--- src/rtl/core/ucp_pkg.sv ---
// Shared types and character constants for the URI component parser.
`timescale 1ns / 1ps

package ucp_pkg;

    // Parse phase, held across bytes of one URI
    typedef enum logic [2:0] {
        PH_SCHEME   = 3'd0,
        PH_RESOURCE = 3'd1,
        PH_QUERY    = 3'd2,
        PH_FRAGMENT = 3'd3,
        PH_ERROR    = 3'd4
    } phase_t;

    // Tag given to each byte
    typedef enum logic [2:0] {
        PART_SCHEME   = 3'd0,
        PART_RESOURCE = 3'd1,
        PART_QUERY    = 3'd2,
        PART_SEP      = 3'd3,
        PART_IGNORED  = 3'd4
    } part_t;

    // Delimiter that was expected when a byte is rejected
    typedef enum logic [1:0] {
        DELIM_COLON = 2'd0,
        DELIM_QMARK = 2'd1,
        DELIM_HASH  = 2'd2
    } delim_t;

    localparam logic [7:0] CH_COLON   = 8'h3A;
    localparam logic [7:0] CH_QMARK   = 8'h3F;
    localparam logic [7:0] CH_HASH    = 8'h23;
    localparam logic [7:0] CH_PERCENT = 8'h25;
    localparam logic [7:0] CH_AMP     = 8'h26;
    localparam logic [7:0] CH_TILDE   = 8'h7E;
    localparam logic [7:0] CH_EQUAL   = 8'h3D;
    localparam logic [7:0] CH_SLASH   = 8'h2F;
    localparam logic [7:0] CH_DASH    = 8'h2D;
    localparam logic [7:0] CH_UNDER   = 8'h5F;
    localparam logic [7:0] CH_DOT     = 8'h2E;

    // One result item
    typedef struct packed {
        part_t       part;
        logic        error_here;
        delim_t      expected_delim;
        logic [7:0]  bad_char;
        logic        uri_ok;
        logic        last_out;
    } result_t;

endpackage

--- src/rtl/core/ucp_step.sv ---
// Per-byte classification and phase transition for the URI component parser.
`timescale 1ns / 1ps

module ucp_step
(
    input  ucp_pkg::phase_t  phase,
    input  logic [7:0]       byte_in,
    input  logic             has_byte,
    input  logic             end_of_uri,
    output ucp_pkg::phase_t  phase_next,
    output ucp_pkg::result_t res
);

    logic unreserved;
    logic query_char;

    assign unreserved = byte_in inside {[8'h41:8'h5A], [8'h61:8'h7A], [8'h30:8'h39],
                                        ucp_pkg::CH_DASH, ucp_pkg::CH_UNDER,
                                        ucp_pkg::CH_DOT, ucp_pkg::CH_TILDE};
    assign query_char = unreserved ||
                        (byte_in inside {ucp_pkg::CH_COLON, ucp_pkg::CH_AMP,
                                         ucp_pkg::CH_EQUAL, ucp_pkg::CH_SLASH,
                                         ucp_pkg::CH_PERCENT});

    always_comb
    begin
        ucp_pkg::phase_t ph;
        ph                 = phase;
        res.part           = ucp_pkg::PART_IGNORED;
        res.error_here     = 1'b0;
        res.expected_delim = ucp_pkg::DELIM_COLON;
        res.bad_char       = 8'h00;
        res.uri_ok         = 1'b0;
        res.last_out       = end_of_uri;

        if (has_byte)
        begin
            case (phase)
                ucp_pkg::PH_SCHEME:
                begin
                    if (unreserved)
                    begin
                        res.part = ucp_pkg::PART_SCHEME;
                    end
                    else if (byte_in == ucp_pkg::CH_COLON)
                    begin
                        res.part = ucp_pkg::PART_SEP;
                        ph       = ucp_pkg::PH_RESOURCE;
                    end
                    else
                    begin
                        res.error_here     = 1'b1;
                        res.expected_delim = ucp_pkg::DELIM_COLON;
                        res.bad_char       = byte_in;
                        ph                 = ucp_pkg::PH_ERROR;
                    end
                end
                ucp_pkg::PH_RESOURCE:
                begin
                    if (unreserved)
                    begin
                        res.part = ucp_pkg::PART_RESOURCE;
                    end
                    else if (byte_in == ucp_pkg::CH_QMARK)
                    begin
                        res.part = ucp_pkg::PART_SEP;
                        ph       = ucp_pkg::PH_QUERY;
                    end
                    else
                    begin
                        res.error_here     = 1'b1;
                        res.expected_delim = ucp_pkg::DELIM_QMARK;
                        res.bad_char       = byte_in;
                        ph                 = ucp_pkg::PH_ERROR;
                    end
                end
                ucp_pkg::PH_QUERY:
                begin
                    if (query_char)
                    begin
                        res.part = ucp_pkg::PART_QUERY;
                    end
                    else if (byte_in == ucp_pkg::CH_HASH)
                    begin
                        res.part = ucp_pkg::PART_SEP;
                        ph       = ucp_pkg::PH_FRAGMENT;
                    end
                    else
                    begin
                        res.error_here     = 1'b1;
                        res.expected_delim = ucp_pkg::DELIM_HASH;
                        res.bad_char       = byte_in;
                        ph                 = ucp_pkg::PH_ERROR;
                    end
                end
                ucp_pkg::PH_FRAGMENT:
                begin
                    ph = ucp_pkg::PH_FRAGMENT;
                end
                default:
                begin
                    ph = ucp_pkg::PH_ERROR;
                end
            endcase
        end

        // End of string: report validity and restart at the scheme
        if (end_of_uri)
        begin
            res.uri_ok = ph inside {ucp_pkg::PH_SCHEME, ucp_pkg::PH_RESOURCE,
                                    ucp_pkg::PH_QUERY, ucp_pkg::PH_FRAGMENT};
            ph         = ucp_pkg::PH_SCHEME;
        end

        phase_next = ph;
    end

endmodule

--- src/rtl/core/uri_component_parser_core.sv ---
// Top level of the streaming URI component parser.
`timescale 1ns / 1ps

// Streaming URI checker: one byte per input transfer, one result transfer per
// input transfer, in order. Each byte is tagged as scheme, resource, query,
// separator or ignored; the first illegal byte is reported with the delimiter
// that was expected, after which bytes are ignored until the transfer with
// tlast, whose result carries uri_ok and returns the parser to the scheme.
// A lone tlast transfer with tuser low is an empty URI. Throughput is one
// transfer per clock for as long as the result side keeps tready high; a
// low m_axis_tready stalls the input once both registers hold an item.
// The byte is captured in the input register on its transfer, then moves
// through the classification logic into the result register once that
// slot is free or being drained. The only loop is the 3-bit phase register,
// updated each time an item moves into the result register.

module uri_component_parser_core
(
    input  logic        clk,
    input  logic        rst_n,

    input  logic        s_axis_tvalid,
    output logic        s_axis_tready,
    input  logic [7:0]  s_axis_tdata,   // [7:0] byte_in
    input  logic        s_axis_tuser,   // [0] has_byte
    input  logic        s_axis_tlast,   // end_of_uri

    output logic        m_axis_tvalid,
    input  logic        m_axis_tready,
    output logic [15:0] m_axis_tdata,   // [0] error_here, [2:1] expected_delim,
                                        // [10:3] bad_char, [11] uri_ok, [15:12] zero
    output logic [2:0]  m_axis_tuser,   // [2:0] part
    output logic        m_axis_tlast    // last_out
);

    // Input register
    logic             in_valid_reg, in_valid_next;
    logic [7:0]       in_byte_reg;
    logic             in_has_reg;
    logic             in_last_reg;

    // Result register
    logic             out_valid_reg, out_valid_next;
    ucp_pkg::result_t out_res_reg;

    // Parse state
    ucp_pkg::phase_t  phase_reg, phase_next;

    ucp_pkg::result_t step_res;
    logic             s_xfer;
    logic             advance;

    // Move the held byte into the result register when that slot is free
    // or is being drained in this cycle.
    assign advance       = in_valid_reg && (!out_valid_reg || m_axis_tready);
    assign s_axis_tready = !in_valid_reg || advance;
    assign s_xfer        = s_axis_tvalid && s_axis_tready;

    ucp_step u_step
    (
        .phase      (phase_reg),
        .byte_in    (in_byte_reg),
        .has_byte   (in_has_reg),
        .end_of_uri (in_last_reg),
        .phase_next (phase_next),
        .res        (step_res)
    );

    always_comb
    begin
        in_valid_next = in_valid_reg;
        if (s_xfer)
        begin
            in_valid_next = 1'b1;
        end
        else if (advance)
        begin
            in_valid_next = 1'b0;
        end

        out_valid_next = out_valid_reg;
        if (advance)
        begin
            out_valid_next = 1'b1;
        end
        else if (m_axis_tready)
        begin
            out_valid_next = 1'b0;
        end
    end

    // Control state
    always_ff @(posedge clk or negedge rst_n)
    begin
        if (!rst_n)
        begin
            in_valid_reg  <= 1'b0;
            out_valid_reg <= 1'b0;
            phase_reg     <= ucp_pkg::PH_SCHEME;
        end
        else
        begin
            in_valid_reg  <= in_valid_next;
            out_valid_reg <= out_valid_next;
            if (advance)
            begin
                phase_reg <= phase_next;
            end
        end
    end

    // Payload: capture on transfer, hold otherwise
    always_ff @(posedge clk)
    begin
        if (s_xfer)
        begin
            in_byte_reg <= s_axis_tdata;
            in_has_reg  <= s_axis_tuser;
            in_last_reg <= s_axis_tlast;
        end
        if (advance)
        begin
            out_res_reg <= step_res;
        end
    end

    assign m_axis_tvalid = out_valid_reg;
    assign m_axis_tuser  = out_res_reg.part;
    assign m_axis_tlast  = out_res_reg.last_out;
    assign m_axis_tdata  = {4'b0000, out_res_reg.uri_ok, out_res_reg.bad_char,
                            out_res_reg.expected_delim, out_res_reg.error_here};

`ifndef SYNTHESIS
    // A held error result that does not close the URI leaves the parser in error
    a_error_sticky : assert property (@(posedge clk) disable iff (!rst_n)
        out_valid_reg && out_res_reg.error_here && !out_res_reg.last_out
        |-> phase_reg == ucp_pkg::PH_ERROR)
        else $error("phase not in error after a rejected byte");

    // A held end-of-URI result means the parser is back at the scheme
    a_end_restart : assert property (@(posedge clk) disable iff (!rst_n)
        out_valid_reg && out_res_reg.last_out |-> phase_reg == ucp_pkg::PH_SCHEME)
        else $error("phase not restarted after end of URI");

    // Validity is only reported on the closing result
    a_ok_on_last : assert property (@(posedge clk) disable iff (!rst_n)
        out_valid_reg && out_res_reg.uri_ok |-> out_res_reg.last_out)
        else $error("uri_ok raised on a result that is not last");

    // A rejected byte is never tagged as a component
    a_error_tag : assert property (@(posedge clk) disable iff (!rst_n)
        advance && step_res.error_here |=> out_res_reg.part == ucp_pkg::PART_IGNORED)
        else $error("rejected byte carries a component tag");
`endif

endmodule
--- config.mk ---
export PLATFORM = sky130hd
export DESIGN_NAME = uri_component_parser_core
export DESIGN_NICKNAME = d
export VERILOG_FILES = /design/src/rtl/core/ucp_pkg.sv /design/src/rtl/core/ucp_step.sv /design/src/rtl/core/uri_component_parser_core.sv
export SDC_FILE = /design/constraint.sdc
export NUM_CORES = 1
export LEC_CHECK = 0
export BUFFER_PORTS_ARGS = -buffer_cell sky130_fd_sc_hd__clkbuf_2
export CAP_MARGIN = 5
export CORE_UTILIZATION = 40
export DETAILED_ROUTE_END_ITERATION = 10
export PLACE_DENSITY = 0.66
export SLEW_MARGIN = 10
export SYNTH_ARGS = -nofsm -noshare
export SYNTH_HDL_FRONTEND = slang
export SYNTH_SLANG_ARGS = --single-unit
--- constraint.sdc ---
create_clock -name clk -period 1.9 [get_ports clk]
set_clock_uncertainty 0.15 [all_clocks]
set_input_delay 0.19 -clock clk [delete_from_list [all_inputs] [get_ports clk]]
set_output_delay 0.19 -clock clk [all_outputs]
set_load 0.02 [all_outputs]
==> run_results.csv <==
group,metric,value,unit
run_status,status,"complete, but fails checks",
run_status,violations,"setup timing",
drt,ant_nets,0,
clock_network,cts_max_level,2,
synth,synth_area,1658,um^2
global_routing,grtUsageTotal,19.04,%
placed_design,portBuffers,31,
synth,yosysTopAreaCellShare,47.09,%
global_routing,grt_pass1_vias,1426,
synth,yosys_most_used_dff,"edfxtp_1",
timing,hold_viol,0,
timing,rsz0062_at_grt,"yes",
synth,synth_cell_types,47,
clock_network,clk_latency,280,ps
die,die_w,66.38,um
global_routing,grt_max_degree,17,
drt,wire_per_inst,14.10,um
power,p_leak,1.029,nW
worst_setup_path,worstPathRequired,1770,ps
flow_run,max-cap-violations,0,
timing,worst_slack,-276.2,ps
synth,synth_seq_cells,31,
worst_setup_path,crit_slowest_cell,"or3b_4",
die,die-area,4406,um^2
drt,drc,0,
synth,synth_cells,146,
worst_setup_path,path_buf_inv,1,
synth,synthArstFlopShare,16.13,%
timing,clock.fmax,459.5,MHz
synth,yosys-top-cells-area,"edfxtp_1 47%, dfrtp_1 7.5%, a21oi_1 3.0%, o211ai_1 2.7%, nor2_1 2.5%",
power,power,1.765,mW
worst_setup_path,crit_family,"compound AO/OA/AOI/OAI gates",
global_routing,grt_pass1_wl,6154,um
global_routing,antenna_found_initial,0,
synth,yosysSeqAreaShare,54.64,%
synth,synth_edf_count,26,
placed_design,place_hpwl,2795,um
drt,vias_per_cell,5.387,
layout,antennaDiodeCount,0,
worst_setup_path,worstSetupPathType,"reg2reg",
clock_network,clock-sinks,31,
die,coreArea,4000,um^2
layout,largest_reg_flops,12,
worst_setup_path,endpoint_kind,"flip-flop",
drt,first_pass_iters,4,
die,ios,36,
worst_setup_path,startpoint_type,"flip-flop",
layout,layout_common_cells,"35 x buf_4, 32 x clkbuf_2, 26 x edfxtp_1, 12 x dlygate4sd3_1, 10 x nor2_1",
timing,fin_crit,2176,ps
global_routing,gr-total-overflow,0,
clock_network,clock-root-buffer,"clkbuf_8",
power,cellPowerDensity,713.8,nW/um^2
drt,via_count,1503,
layout,seqCellArea,905.9,um^2
worst_setup_path,critPathMaxFanout,5,
synth,syn_area_per_cell,11.36,um^2
timing,finalSetupViolCount,17,
worst_setup_path,max_stage_delay,470,ps
clock_network,cts_made_buffers,5,
synth,synth_area_leader_cell,"edfxtp_1",
drt,drt_iter0_drc,65,
layout,multiInputGateArea,822.0,um^2
timing,fin_crit_sh,114.5,%
layout,area_growth,49.13,%
worst_setup_path,arrival,2050,ps
drt,drt_wl_total,3934,um
layout,fillers,315,
die,die_height,66.38,um
timing,whs,82.98,ps
clock_network,clock_path_buffers,2,
synth,yosys_warnings,0,
die,row_count,23,
placed_design,dp_slack,-240.7,ps
placed_design,place.gp.congestion,0.9018,
power,peakVddDrop,439.3,uV
hold_path,hold_class,"in2reg",
layout,final_util,61.81,%
clock_network,cts_tree,"done",
clock_network,clkTransAtPathRegs,60,ps
worst_setup_path,path_cells,"or3b_4 > o41ai_4 > buf_4 > a2bb2oi_4 > o21bai_1",
timing,maxSlewViolCount,0,
layout,fin_nets,242,
die,start_util,41.45,%
layout,final_common_cell,"buf_4",
layout,drive_gt1_share,44.98,%
[cells by family (layout without fill, tap and decap cells)]
family	Yosys count	in the layout	share of synthesized area (%)
other	1	4	0.2262
buffers and inverters	16	96	5.057
AO/OA/AOI/OAI	38	38	18.04
AND/OR/NAND/NOR	59	59	21.51
flip-flops	31	31	54.64
XOR/XNOR	1	1	0.5284
[cell type report]
type                    instances  share of cell area [%]
multi-input cells             102                   33.25
repair buffers                 83                   23.53
well taps                      50                   2.530
clock buffers                   7                   3.087
clock inverters                 1                  0.2024
inverters                       5                  0.7591
flip-flops and latches         31                   36.64
[worst min-delay path, cell delays in order]
cell and delay, ps:
clkbuf_2 80, nand3b_1 140, nand2b_1 60
[report_power, final]
group / internal [mW] / switching [mW] / leakage (nW)
Combinational: 0.200 / 0.248 / 0.671
Clock: 0.256 / 0.222 / 0.0422
Sequential: 0.809 / 0.0297 / 0.316
Total: 1.27 / 0.499 / 1.03
[synthesized netlist by cell type (3+ instances only)]
library cell / instances
a21oi_1: 10
and3_1: 3
buf_2: 4
buf_4: 4
dfrtp_1: 5
edfxtp_1: 26
inv_1: 5
nand2_1: 7
nand2b_1: 5
nand3_1: 5
nor2_1: 11
nor3_1: 3
nor3b_1: 4
o211ai_1: 6
o21ai_0: 6
[worst paths after layout]
| path | to | slack [ps] | start | cells past startpoint |
|---|---|---|---|---|
| setup / recovery | m_axis_tuser[2] | -280 | in_byte_reg[7] | 5 |
| min in group asynchronous | m_axis_tvalid | 110 | rst_n | 2 |
| hold / removal | in_valid_reg | 80 | m_axis_tready | 3 |
| max in group asynchronous | phase_reg[1] | 1350 | rst_n | 2 |
| hold reg to reg | m_axis_tvalid | 390 | in_valid_reg | 1 |
| setup reg to reg | m_axis_tuser[2] | -280 | in_byte_reg[7] | 5 |
[routing by layer]
metal	part of all wire [%]	vias to the layer above	global-route usage [%]	wire length, um
met3	5.4	12	4.828	212
met2	54	60	34.95	2111
li1	-	715	-	-
met1	39	716	20.35	1515
met4	2.4	0	8.245	94
met5	0	-	0	0
[what timing repair did]
item | 4_1_cts | 5_1_grt
hold buffers | 12 | 0
setup endpoints to repair | 17 | 17
hold endpoints to repair | 16 | 0
buffers inserted | 9 | 4
pin swaps | 4 | 4
gates resized for setup | 12 | 12
[through the flow]
step | cell area (um^2) | setup TNS, ps | instances
2_1_floorplan | 1747 | -436.1 | 149
3_3_place_gp | 2083 | -2565 | 246
3_5_place_dp | 2083 | -3397 | 246
4_1_cts | 2389 | -2367 | 275
5_1_grt | 2472 | -4722 | 279
6_report | 2472 | -3421 | 279
No activity file was read; power rests on OpenSTA's default activity.
